File: src/rtl/core/best_fit_block_allocator_macros.svh
// ----------------------------------------------------------------------------
// Best-fit block allocator assertion macros
// Concurrent assertion wrappers; empty bodies when SYNTH is defined.
// ----------------------------------------------------------------------------
`ifndef BEST_FIT_BLOCK_ALLOCATOR_MACROS_SVH
`define BEST_FIT_BLOCK_ALLOCATOR_MACROS_SVH

`ifndef SYNTH
// same-cycle implication
`define BFA_ASSERT_IMPL(lbl, clk_i, rst_i, ante, cons) \
  lbl: assert property (@(posedge clk_i) disable iff (rst_i) (ante) |-> (cons)) \
    else $error("bfa assertion failed");
// next-cycle implication
`define BFA_ASSERT_NEXT(lbl, clk_i, rst_i, ante, cons) \
  lbl: assert property (@(posedge clk_i) disable iff (rst_i) (ante) |=> (cons)) \
    else $error("bfa assertion failed");
`else
`define BFA_ASSERT_IMPL(lbl, clk_i, rst_i, ante, cons)
`define BFA_ASSERT_NEXT(lbl, clk_i, rst_i, ante, cons)
`endif

`endif

File: src/rtl/core/bfa_pkg.sv
// ----------------------------------------------------------------------------
// Best-fit block allocator package
// Field widths, operation codes, controller states and command/status types.
// ----------------------------------------------------------------------------
package bfa_pkg;

  localparam int SLOT_FW    = 3;
  localparam int AMOUNT_W   = 16;
  localparam int ID_W       = 8;
  localparam int SIZE_OUT_W = 16;
  localparam int IN_DATA_W  = 32;
  localparam int OUT_DATA_W = 48;

  localparam logic FUNC_LOAD  = 1'b0;
  localparam logic FUNC_ALLOC = 1'b1;

  typedef enum logic [1:0] {
    ST_IDLE,
    ST_SCAN,
    ST_LAST,
    ST_RESULT
  } state_t;

  typedef struct packed {
    logic load;    // write block size, mark slot free
    logic start;   // latch request, clear best
    logic scan;    // read one slot, advance counter
    logic commit;  // load output register, clear chosen free bit
  } cmd_t;

  typedef struct packed {
    logic scan_last;
  } status_t;

endpackage

File: src/rtl/core/best_fit_block_allocator.sv
// ----------------------------------------------------------------------------
// Best-fit block allocator
// Fixed-partition allocator: loads block sizes, grants best-fit free blocks.
// ----------------------------------------------------------------------------
// A load item (tuser = 0) writes a block size into a slot and marks it free;
// the next item can follow right away. An allocate item (tuser = 1) scans the
// size memory one slot per cycle through its single registered read port; the
// last read is compared in ST_LAST, and in ST_RESULT the result is loaded into
// the output register once the previous result there has been read. Only then
// is the next item taken. Among free blocks at least as large as the request
// the one with the least space over wins, the lowest slot on ties. Loads to
// slots at or beyond NUM_SLOTS are dropped. After reset no block is free.
// ----------------------------------------------------------------------------
`include "best_fit_block_allocator_macros.svh"

module best_fit_block_allocator
  import bfa_pkg::*;
#(
  parameter int NUM_SLOTS = 8,
  parameter int SIZE_BITS = 16
)
(
  input  logic                  clk,
  input  logic                  rst,
  input  logic                  s_tvalid,
  output logic                  s_tready,
  input  logic [IN_DATA_W-1:0]  s_tdata,   // slot[2:0], amount[18:3], request_id[26:19]
  input  logic                  s_tuser,   // func
  output logic                  m_tvalid,
  input  logic                  m_tready,
  output logic [OUT_DATA_W-1:0] m_tdata,   // result_id[7:0], chosen_slot[10:8],
                                           // chosen_size[26:11], leftover[42:27]
  output logic                  m_tuser    // granted
);

  cmd_t    cmd;
  status_t status;

  logic [ID_W-1:0]       out_id;
  logic [SLOT_FW-1:0]    out_slot;
  logic [SIZE_OUT_W-1:0] out_size;
  logic [SIZE_OUT_W-1:0] out_left;

  bfa_ctrl u_ctrl (
    .clk      (clk),
    .rst      (rst),
    .s_tvalid (s_tvalid),
    .s_func   (s_tuser),
    .s_tready (s_tready),
    .m_tready (m_tready),
    .m_tvalid (m_tvalid),
    .status   (status),
    .cmd      (cmd)
  );

  bfa_dpath #(
    .NUM_SLOTS (NUM_SLOTS),
    .SIZE_BITS (SIZE_BITS)
  ) u_dpath (
    .clk         (clk),
    .rst         (rst),
    .cmd         (cmd),
    .status      (status),
    .in_slot     (s_tdata[2:0]),
    .in_amount   (s_tdata[18:3]),
    .in_id       (s_tdata[26:19]),
    .out_id      (out_id),
    .out_granted (m_tuser),
    .out_slot    (out_slot),
    .out_size    (out_size),
    .out_left    (out_left)
  );

  assign m_tdata = {5'b0, out_left, out_size, out_slot, out_id};

  // a refused request carries no slot, size or leftover
  `BFA_ASSERT_IMPL(a_deny_zero, clk, rst, m_tvalid && !m_tuser, m_tdata[42:8] == '0)
  // an allocate item blocks the input until its result is committed
  `BFA_ASSERT_NEXT(a_alloc_busy, clk, rst, s_tvalid && s_tready && s_tuser, !s_tready)
  // a granted slot exists in the table
  `BFA_ASSERT_IMPL(a_slot_range, clk, rst, m_tvalid && m_tuser, 32'(m_tdata[10:8]) < NUM_SLOTS)

endmodule

File: src/rtl/core/bfa_ctrl.sv
// ----------------------------------------------------------------------------
// Best-fit block allocator controller
// Sequences load, scan and result commit; owns the output valid flag.
// ----------------------------------------------------------------------------
module bfa_ctrl
  import bfa_pkg::*;
(
  input  logic    clk,
  input  logic    rst,
  input  logic    s_tvalid,
  input  logic    s_func,
  output logic    s_tready,
  input  logic    m_tready,
  output logic    m_tvalid,
  input  status_t status,
  output cmd_t    cmd
);

  state_t state, state_next;

  always_ff @(posedge clk) begin
    if (rst) begin
      state <= ST_IDLE;
    end else begin
      state <= state_next;
    end
  end

  always_ff @(posedge clk) begin
    if (rst) begin
      m_tvalid <= 1'b0;
    end else if (cmd.commit) begin
      m_tvalid <= 1'b1;
    end else if (m_tready) begin
      m_tvalid <= 1'b0;
    end
  end

  always_comb begin
    state_next = state;
    cmd        = '0;
    s_tready   = 1'b0;
    case (state)
      ST_IDLE: begin
        s_tready = 1'b1;
        if (s_tvalid) begin
          if (s_func == FUNC_ALLOC) begin
            cmd.start  = 1'b1;
            state_next = ST_SCAN;
          end else begin
            cmd.load = 1'b1;
          end
        end
      end
      ST_SCAN: begin
        cmd.scan = 1'b1;
        if (status.scan_last) begin
          state_next = ST_LAST;
        end
      end
      // last read data is compared here
      ST_LAST: begin
        state_next = ST_RESULT;
      end
      ST_RESULT: begin
        if (!m_tvalid || m_tready) begin
          cmd.commit = 1'b1;
          state_next = ST_IDLE;
        end
      end
      default: begin
        state_next = ST_IDLE;
      end
    endcase
  end

endmodule

File: src/rtl/core/bfa_dpath.sv
// ----------------------------------------------------------------------------
// Best-fit block allocator datapath
// Size memory, free bits, one-slot-per-cycle best-fit compare, result register.
// ----------------------------------------------------------------------------
module bfa_dpath
  import bfa_pkg::*;
#(
  parameter int NUM_SLOTS = 8,
  parameter int SIZE_BITS = 16
)
(
  input  logic                  clk,
  input  logic                  rst,
  input  cmd_t                  cmd,
  output status_t               status,
  input  logic [SLOT_FW-1:0]    in_slot,
  input  logic [AMOUNT_W-1:0]   in_amount,
  input  logic [ID_W-1:0]       in_id,
  output logic [ID_W-1:0]       out_id,
  output logic                  out_granted,
  output logic [SLOT_FW-1:0]    out_slot,
  output logic [SIZE_OUT_W-1:0] out_size,
  output logic [SIZE_OUT_W-1:0] out_left
);

  localparam int SLOT_W = (NUM_SLOTS > 1) ? $clog2(NUM_SLOTS) : 1;
  localparam logic [SLOT_W-1:0] LAST_IDX = SLOT_W'(NUM_SLOTS - 1);

  logic [SIZE_BITS-1:0] size_mem [NUM_SLOTS];
  logic [NUM_SLOTS-1:0] free;

  logic [SLOT_W-1:0]    cnt;
  logic [SIZE_BITS-1:0] rd_data;
  logic                 rd_free;
  logic                 rd_vld;
  logic [SLOT_W-1:0]    rd_idx;

  logic [SIZE_BITS-1:0] req_amt;
  logic [ID_W-1:0]      req_id;
  logic                 found;
  logic [SLOT_W-1:0]    best_idx;
  logic [SIZE_BITS-1:0] best_size;
  logic [SIZE_BITS-1:0] best_left;

  logic [SLOT_W+SLOT_FW-1:0]     slot_ext;
  logic [SLOT_W-1:0]             wr_idx;
  logic                          slot_ok;
  logic [SIZE_BITS+AMOUNT_W-1:0] amt_ext;
  logic [SIZE_BITS-1:0]          amt;
  logic                          fits;
  logic [SIZE_BITS-1:0]          left;
  logic                          better;
  logic [SIZE_BITS+SIZE_OUT_W-1:0] size_ext;
  logic [SIZE_BITS+SIZE_OUT_W-1:0] left_ext;
  logic [SLOT_W+SLOT_FW-1:0]       best_ext;

  assign slot_ext = {{SLOT_W{1'b0}}, in_slot};
  assign wr_idx   = slot_ext[SLOT_W-1:0];
  assign slot_ok  = ({5'b0, in_slot} < 8'(NUM_SLOTS));
  assign amt_ext  = {{SIZE_BITS{1'b0}}, in_amount};
  assign amt      = amt_ext[SIZE_BITS-1:0];

  assign status.scan_last = (cnt == LAST_IDX);

  // size memory: one write port (load), one registered read port (scan)
  always_ff @(posedge clk) begin
    if (cmd.load && slot_ok) begin
      size_mem[wr_idx] <= amt;
    end
    rd_data <= size_mem[cnt];
  end

  always_ff @(posedge clk) begin
    if (rst) begin
      free <= '0;
    end else if (cmd.load && slot_ok) begin
      free[wr_idx] <= 1'b1;
    end else if (cmd.commit && found) begin
      free[best_idx] <= 1'b0;
    end
  end

  always_ff @(posedge clk) begin
    if (rst) begin
      rd_vld <= 1'b0;
    end else begin
      rd_vld <= cmd.scan;
    end
  end

  always_ff @(posedge clk) begin
    rd_free <= free[cnt];
    rd_idx  <= cnt;
    if (cmd.start) begin
      cnt <= '0;
    end else if (cmd.scan) begin
      cnt <= cnt + 1'b1;
    end
  end

  assign fits   = rd_vld && rd_free && (rd_data >= req_amt);
  assign left   = rd_data - req_amt;
  // strict less-than keeps the lowest slot on ties
  assign better = !found || (left < best_left);

  always_ff @(posedge clk) begin
    if (cmd.start) begin
      req_amt <= amt;
      req_id  <= in_id;
      found   <= 1'b0;
    end else if (fits && better) begin
      found     <= 1'b1;
      best_idx  <= rd_idx;
      best_size <= rd_data;
      best_left <= left;
    end
  end

  assign size_ext = {{SIZE_OUT_W{1'b0}}, best_size};
  assign left_ext = {{SIZE_OUT_W{1'b0}}, best_left};
  assign best_ext = {{SLOT_FW{1'b0}}, best_idx};

  always_ff @(posedge clk) begin
    if (cmd.commit) begin
      out_id      <= req_id;
      out_granted <= found;
      out_slot    <= found ? best_ext[SLOT_FW-1:0] : '0;
      out_size    <= found ? size_ext[SIZE_OUT_W-1:0] : '0;
      out_left    <= found ? left_ext[SIZE_OUT_W-1:0] : '0;
    end
  end

endmodule

File: config.mk
export PLATFORM = sky130hd
export DESIGN_NAME = best_fit_block_allocator
export DESIGN_NICKNAME = d
export VERILOG_FILES = /design/src/rtl/core/bfa_pkg.sv /design/src/rtl/core/best_fit_block_allocator.sv /design/src/rtl/core/bfa_ctrl.sv /design/src/rtl/core/bfa_dpath.sv
export VERILOG_INCLUDE_DIRS = /design/src /design/src/rtl/core
export SDC_FILE = /design/constraint.sdc
export NUM_CORES = 1
export LEC_CHECK = 0
export BUFFER_PORTS_ARGS = -buffer_cell sky130_fd_sc_hd__buf_2
export CAP_MARGIN = 20
export CORE_AREA = 2 2 168 170
export CTS_BUF_LIST = sky130_fd_sc_hd__clkbuf_16
export CTS_CLUSTER_SIZE = 25
export DETAILED_ROUTE_END_ITERATION = 16
export DIE_AREA = 0 0 170 172
export SYNTH_ARGS = -nofsm -noshare
export SYNTH_HDL_FRONTEND = slang
export SYNTH_HIERARCHICAL = 1
export SYNTH_SLANG_ARGS = --single-unit
File: constraint.sdc
create_clock -name clk -period 6.8 [get_ports clk]
set_input_delay 2.04 -clock clk [delete_from_list [all_inputs] [get_ports clk]]
set_output_delay 2.04 -clock clk [all_outputs]
set_load 0.05 [all_outputs]
==> flow_metrics.py, run 1 <==
metrics = {
    "run_status": {
        "status": "complete, no violations",
    },
    "setup_path": {
        "cp.depth": 17,
        "rr_worst_depth": 17,
        "slowest_delay_ns": 0.43,
        "cp-end-kind": "flop",
        "path_buf_inv": 3,
        "worstPathMaxFanout": 35,
        "crit_path_top_delay_cell": "buf_4",
        "arrival_ns": 4.05,
        "worstSetupStartpointType": "flop",
        "cp_top_family": "compound AO/OA/AOI/OAI gates",
        "cp.required_ns": 6.96,
        "crit_type": "reg2reg",
        "timing.critical_path.cells": "inv_1 > ha_1 > inv_1 > fa_1 > a21o_1 > a21o_4 > a2111oi_4 > nor2_2 > nor4_2 > a211oi_2 > ha_1 > nor2b_1 > o21ai_0 > o21ai_0 > o21a_1 > a211oi_4 > buf_4",
    },
    "final_layout": {
        "finalInstanceArea_um2": 12400,
        "nets": 799,
        "final_common_cell": "edfxtp_1",
        "layout-drive-gt1-share_pct": 26.95,
        "final_cell_mix": "edfxtp_1 (231), buf_2 (77), inv_1 (45), nor2_1 (37), ha_1 (37)",
        "area.growth.synth_to_final_pct": 16.95,
    },
    "route": {
        "first_pass_iters": 4,
        "vias_per_cell": 4.945,
        "drt-initial-drc-count": 236,
        "vias": 5385,
        "drt-wirelength-per-cell_um": 18.16,
        "routed_wl_mm": 19.77,
        "drtAntennaViolNets": 0,
        "drc": 0,
    },
    "power_and_ir_drop": {
        "leakage_nw": 4.456,
        "peakVddDrop_uv": 173.9,
        "p_per_area_nw_per_um2": 386.6,
    },
    "logic_synthesis": {
        "synthCells": 619,
        "yosysWarnings": 6,
        "synth.distinct_cells": 52,
        "syn_avg_cell_area_um2": 17.12,
        "synth_top_flop_cell": "edfxtp_1",
        "yosysTopAreaCellShare_pct": 65.44,
        "ys_top_cells_by_area": "edfxtp_1 (65%), mux4_2 (7.2%), dfxtp_1 (6.8%)",
        "synth_edf_count": 231,
        "synth_area_um2": 10600,
        "synth-seq-cells": 267,
        "postSynth.asyncResetShare_pct": 0,
        "ys_seq_area_share_pct": 72.24,
        "yosysTopAreaCell": "edfxtp_1",
    },
    "timing": {
        "post-route-min-period_ns": 3.891,
        "grt_setup_unrepaired": "no",
        "max_freq_mhz": 257.0,
        "hold_violations": 0,
        "fin_worst_skew_ns": 0.01220,
        "post-route-period-util_pct": 57.22,
        "slew_headroom_pct": 46.53,
        "slew_viol_final": 0,
        "setup_violations": 0,
        "worst_slew_pin_slew_ns": 0.7909,
        "fin_setup_tns_ns": 0,
    },
    "clock_network": {
        "cts_setup_buffers": 0,
        "postCtsHoldBufs": 0,
        "cts_buffers": 26,
        "cts_root_buf": "clkbuf_16",
        "clk_path_buf_depth": 3,
        "insertion_delay_ns": 0.52,
        "htreeDepth": 1,
        "cts_resized": 0,
        "path_clk_slew_ns": 0.06,
        "cts_tree": "done",
        "cts.sinks": 267,
    },
    "place": {
        "port_buffers": 77,
        "hpwl_mm": 13.48,
        "placed_cell_area_um2": 11510,
        "place_congestion": 0.8474,
    },
    "floorplanning": {
        "die-area_um2": 29240,
        "rows": 61,
        "die_h_um": 172,
        "die_w_um": 170,
        "start_util_pct": 38.58,
        "ioPinCount": 88,
        "core_um2": 27480,
    },
    "min_path": {
        "min_path_cells": 0,
        "hp-class": "reg2reg",
    },
    "global_route": {
        "grt_pass1_vias": 5680,
        "grt_max_degree": 47,
        "antenna_found_initial": 3,
        "track_usage_pct": 13.67,
        "grt_pass1_wl_mm": 30.95,
        "overflow": 0,
    },
    "job": {
        "maxCapViolCount": 0,
    },
}
worst reg2reg max path, cell delays in order, from the launching register on:
cell       delay, ns
dfxtp_1         0.31
inv_1           0.05
ha_1            0.15
inv_1           0.05
fa_1            0.40
a21o_1          0.19
a21o_4          0.24
a2111oi_4       0.29
nor2_2          0.11
nor4_2          0.18
a211oi_2        0.08
ha_1            0.30
nor2b_1         0.14
o21ai_0         0.14
o21ai_0         0.11
o21a_1          0.20
a211oi_4        0.15
buf_4           0.43
final cells by class:
class / instances / area [um^2]
repair buffers: 92 / 565.5
well taps: 346 / 432.9
clock inverters: 19 / 160.2
inverters: 40 / 150.1
multi-input cells: 297 / 2751
fillers: 2399 / 15080
flip-flops and latches: 267 / 7659
diodes: 1 / 2.502
clock buffers: 27 / 675.6
sequential cells by signal, summed over array words and instances (netlist names), 8 cells and up:
register	count
u_dpath/best_left	16
u_dpath/best_size	16
u_dpath/free	8
u_dpath/out_id	8
u_dpath/out_left	16
u_dpath/out_size	16
u_dpath/rd_data	16
u_dpath/req_amt	16
u_dpath/req_id	8
u_dpath/size_mem	128
routing by layer:
layer | GRT usage, % | wire, um
met5 | 0 | 28
met4 | 4.348 | 499
met3 | 2.838 | 1121
met2 | 24.45 | 9968
met1 | 16.66 | 8152
cells by family (layout without fill, tap and decap cells):
kind of cell    after synthesis  in the layout  share of synthesized area (%)
buf+inv                      59            178                          2.526
simple gates                121            121                          5.819
compound gates               65             65                          4.356
fa+ha+maj                    38             38                          4.556
other cells                   1              6                        0.03538
xor+xnor                     14             14                          1.157
mux                          54             54                          9.313
flops                       267            267                          72.24
worst paths after layout:
check,from,end,slack (ns)
min reg2reg,u_dpath/rd_idx[0],u_dpath/best_idx[0],0.40
min,u_dpath/rd_idx[0],u_dpath/best_idx[0],0.40
max reg2reg,u_dpath/rd_data[0],u_dpath/best_left[8],2.91
max,u_dpath/rd_data[0],u_dpath/best_left[8],2.91
power breakdown:
group	switching, mW	internal [mW]	total, mW	leakage (nW)
clock network	0.565	0.826	1.39	0.433
registers	0.0804	1.97	2.05	2.40
logic	0.764	0.583	1.35	1.63
per-stage QoR:
step           power (mW)  hold WS, ns  cells  setup slack [ns]  util (%)
6_report            4.793       0.4025   1089             2.909     45.12
5_1_grt             5.055       0.4134   1088             2.614     45.11
4_1_cts             4.834       0.4034   1085             2.882     44.95
3_5_place_dp        3.429       0.3887   1039             2.661     41.90
3_3_place_gp        3.367       0.3865   1033             2.696     41.58
2_1_floorplan       3.108       0.3497    623            0.5212         -
cells in the mapped netlist, types with 3 or more instances:
cell type	number
o21ai_0	12
ha_1	37
nand2b_1	8
a211oi_1	10
o211ai_1	3
nand2_1	18
clkbuf_1	7
a21oi_1	20
dfxtp_1	36
nand4_1	7
buf_4	6
mux2_2	17
xor2_1	4
and2_1	22
nor3_1	4
xnor2_1	10
inv_1	39
buf_6	3
edfxtp_1	231
mux4_2	34
mux2i_1	3
nor2b_1	7
nor2_1	43
a21o_1	4
(Power assumes the default switching activity.)
==> inputs of run 2 (changes only) <==
==> constraint.sdc (replaced) <==
create_clock -name clk -period 3.5 [get_ports clk]
set_input_delay 1.05 -clock clk [delete_from_list [all_inputs] [get_ports clk]]
set_output_delay 1.05 -clock clk [all_outputs]
set_load 0.05 [all_outputs]
==> run 2 against run 1 <==
The run now ends with negative setup slack left. Critical path type unchanged. Die area unchanged. Utilization is 1.0 points higher. Clock skew down 0.00075 ns. Largest power group unchanged. Critical path depth up 2. Count of clock-buffer cells in the layout decreased by 2. Highest routed layer unchanged. Sequential share of layout area fell by 1.4 points. Cell area is 2.3% higher. Sequential power is 96% higher. Total power rose by 100%.
==> flow_metrics.py, run 2 (synthesis gave the netlist of run 1 again) <==
metrics = {
    "run_status": {
        "status": "complete, but fails checks",
        "violations": "negative setup slack",
    },
    "min_path": {
        "hp-class": "reg2reg",
        "hold_end": "u_dpath/best_idx[2]",
        "min_path_cells": 0,
        "hp-start": "u_dpath/rd_idx[2]",
    },
    "setup_path": {
        "worstPathMaxFanout": 5,
        "cp-end-kind": "flop",
        "worstSetupStartpointType": "flop",
        "arrival_ns": 3.89,
        "r2r_start": "u_dpath/rd_data[0]",
        "r2r_end": "u_dpath/best_left[13]",
        "cp.required_ns": 3.73,
        "rr_worst_depth": 19,
        "crit_path_top_delay_cell": "fa_2",
        "path_buf_inv": 4,
        "crit_type": "reg2reg",
        "slowest_delay_ns": 0.34,
        "cp_top_family": "compound AO/OA/AOI/OAI gates",
        "timing.critical_path.cells": "inv_2 > ha_4 > inv_2 > fa_2 > a21o_1 > a21o_4 > a2111oi_4 > nor2_2 > nor2_2 > xnor2_2 > ha_1 > nand2_1 > nor2_1 > a211oi_2 > o21ai_1 > o21a_1 > a211oi_4 > buf_6 > clkbuf_16",
        "r2r_slack_ns": -0.16,
    },
    "timing": {
        "setup_violations": 35,
        "slew_headroom_pct": 37.61,
        "worst_slew_pin_slew_ns": 0.9229,
        "max_freq_mhz": 273.1,
        "fin_ws_ns": -0.1613,
        "fin_worst_skew_ns": 0.01145,
        "grt_setup_unrepaired": "yes",
        "hold_violations": 0,
        "post-route-period-util_pct": 104.6,
        "slew_viol_final": 0,
        "post-route-min-period_ns": 3.661,
    },
    "place": {
        "hpwl_mm": 12.79,
        "placed_cell_area_um2": 11590,
        "place_congestion": 0.8589,
        "port_buffers": 77,
    },
    "route": {
        "first_pass_iters": 5,
        "vias_per_cell": 4.910,
        "drtAntennaViolNets": 0,
        "drt-wirelength-per-cell_um": 17.84,
        "routed_wl_mm": 19.84,
        "drc": 0,
        "vias": 5460,
        "drt-initial-drc-count": 294,
    },
    "final_layout": {
        "final_common_cell": "edfxtp_1",
        "largest_register": "u_dpath/size_mem",
        "final_cell_mix": "edfxtp_1 (231), buf_2 (77), nor2_1 (43), inv_1 (38), ha_1 (36)",
        "layout-drive-gt1-share_pct": 30.98,
        "finalInstanceArea_um2": 12680,
        "nets": 822,
        "largest_reg_flops": 128,
        "area.growth.synth_to_final_pct": 19.63,
    },
    "floorplanning": {
        "die-area_um2": 29240,
        "ioPinCount": 88,
        "die_h_um": 172,
        "core_um2": 27480,
        "start_util_pct": 38.58,
        "die_w_um": 170,
        "rows": 61,
    },
    "global_route": {
        "overflow": 0,
        "grt_pass1_vias": 5685,
        "grt_max_degree": 46,
        "track_usage_pct": 13.40,
        "grt_pass1_wl_mm": 30.15,
        "antenna_found_initial": 2,
    },
    "clock_network": {
        "cts_tree": "done",
        "path_clk_slew_ns": 0.07,
        "cts_buffers": 25,
        "cts_root_buf": "clkbuf_16",
        "htreeDepth": 1,
        "clk_path_buf_depth": 3,
        "cts.sinks": 267,
        "insertion_delay_ns": 0.52,
    },
    "power_and_ir_drop": {
        "peakVddDrop_uv": 337.8,
        "power_mw": 9.736,
        "p_per_area_nw_per_um2": 767.7,
        "leakage_nw": 4.596,
    },
    "job": {
        "maxCapViolCount": 0,
    },
}
## run 2: cell types whose count changed in the layout (fill, tap and decap cells not counted), moves of 6 or more
cell,previous run,this run
nor2_1,37,43
nor2_2,8,2
buf_4,6,31
buf_8,9,0
inv_1,45,38
## run 2: area by class of cell
| type | instances | area (um^2) |
|---|---|---|
| diodes | 1 | 2.502 |
| clock buffers | 25 | 625.6 |
| clock inverters | 20 | 259.0 |
| fillers | 2355 | 14800 |
| inverters | 40 | 150.1 |
| multi-input cells | 297 | 2774 |
| flip-flops and latches | 267 | 7660 |
| well taps | 346 | 432.9 |
| repair buffers | 116 | 777.0 |
## run 2: worst register-to-register path: cells and delay by family (launching register included)
kind / cells / cell delay, ns
buffers and inverters: 4 / 0.42
AO/OA/AOI/OAI: 7 / 1.39
XOR/XNOR: 1 / 0.13
flip-flops: 1 / 0.33
AND/OR/NAND/NOR: 4 / 0.38
adder cells (fa/ha/maj): 3 / 0.73
## run 2: report_power, final
group	internal (mW)	switching, mW	total [mW]	leakage, nW
clock	1.75	1.12	2.87	0.436
combinational	1.32	1.53	2.85	1.76
sequential	3.84	0.171	4.01	2.40
## run 2: worst max-delay path by stage
stage	startpoint	slack (ns)	to	cells after the start
2_1_floorplan	u_dpath/rd_data[0]	-0.51	u_dpath/best_idx[0]	17
3_3_place_gp	u_dpath/rd_data[0]	-0.09	u_dpath/best_idx[1]	17
3_5_place_dp	u_dpath/rd_data[0]	-0.14	u_dpath/best_idx[2]	18
4_1_cts	u_dpath/req_amt[0]	-0.12	u_dpath/best_left[0]	18
5_1_grt	u_dpath/rd_data[0]	-0.30	u_dpath/best_left[13]	18
6_report	u_dpath/rd_data[0]	-0.16	u_dpath/best_left[13]	19
## run 2: metrics by stage
stage                     instances  worst slack, ns  hold slack [ns]  utilization [%]  TNS (ns)
after floorplan                 623          -0.5096           0.3497                -    -17.84
after CTS                      1107          -0.1237           0.4055            45.75    -4.050
after global placement         1057         -0.08935           0.3883            42.19    -3.052
after global routing           1111          -0.3046           0.4135            46.14    -10.14
final                          1112          -0.1613           0.4054            46.15    -4.885
after detailed placement       1057          -0.1385           0.3887            42.19    -4.771
## run 2: timing repair
action | in CTS | in global routing
cloned | 2 | 3
hold buffers | 0 | 0
buffers inserted | 3 | 1
setup endpoints to repair | 35 | 35
pin swaps | 0 | 1
gates resized for setup | 8 | 10
## run 2: layer usage
| metal | wire, um | vias up | GRT usage (%) |
|---|---|---|---|
| met5 | 11 | - | 0 |
| met4 | 480 | 2 | 4.385 |
| met1 | 7971 | 2671 | 15.91 |
| met3 | 1182 | 39 | 2.632 |
| li1 | - | 2605 | - |
| met2 | 10190 | 143 | 24.51 |
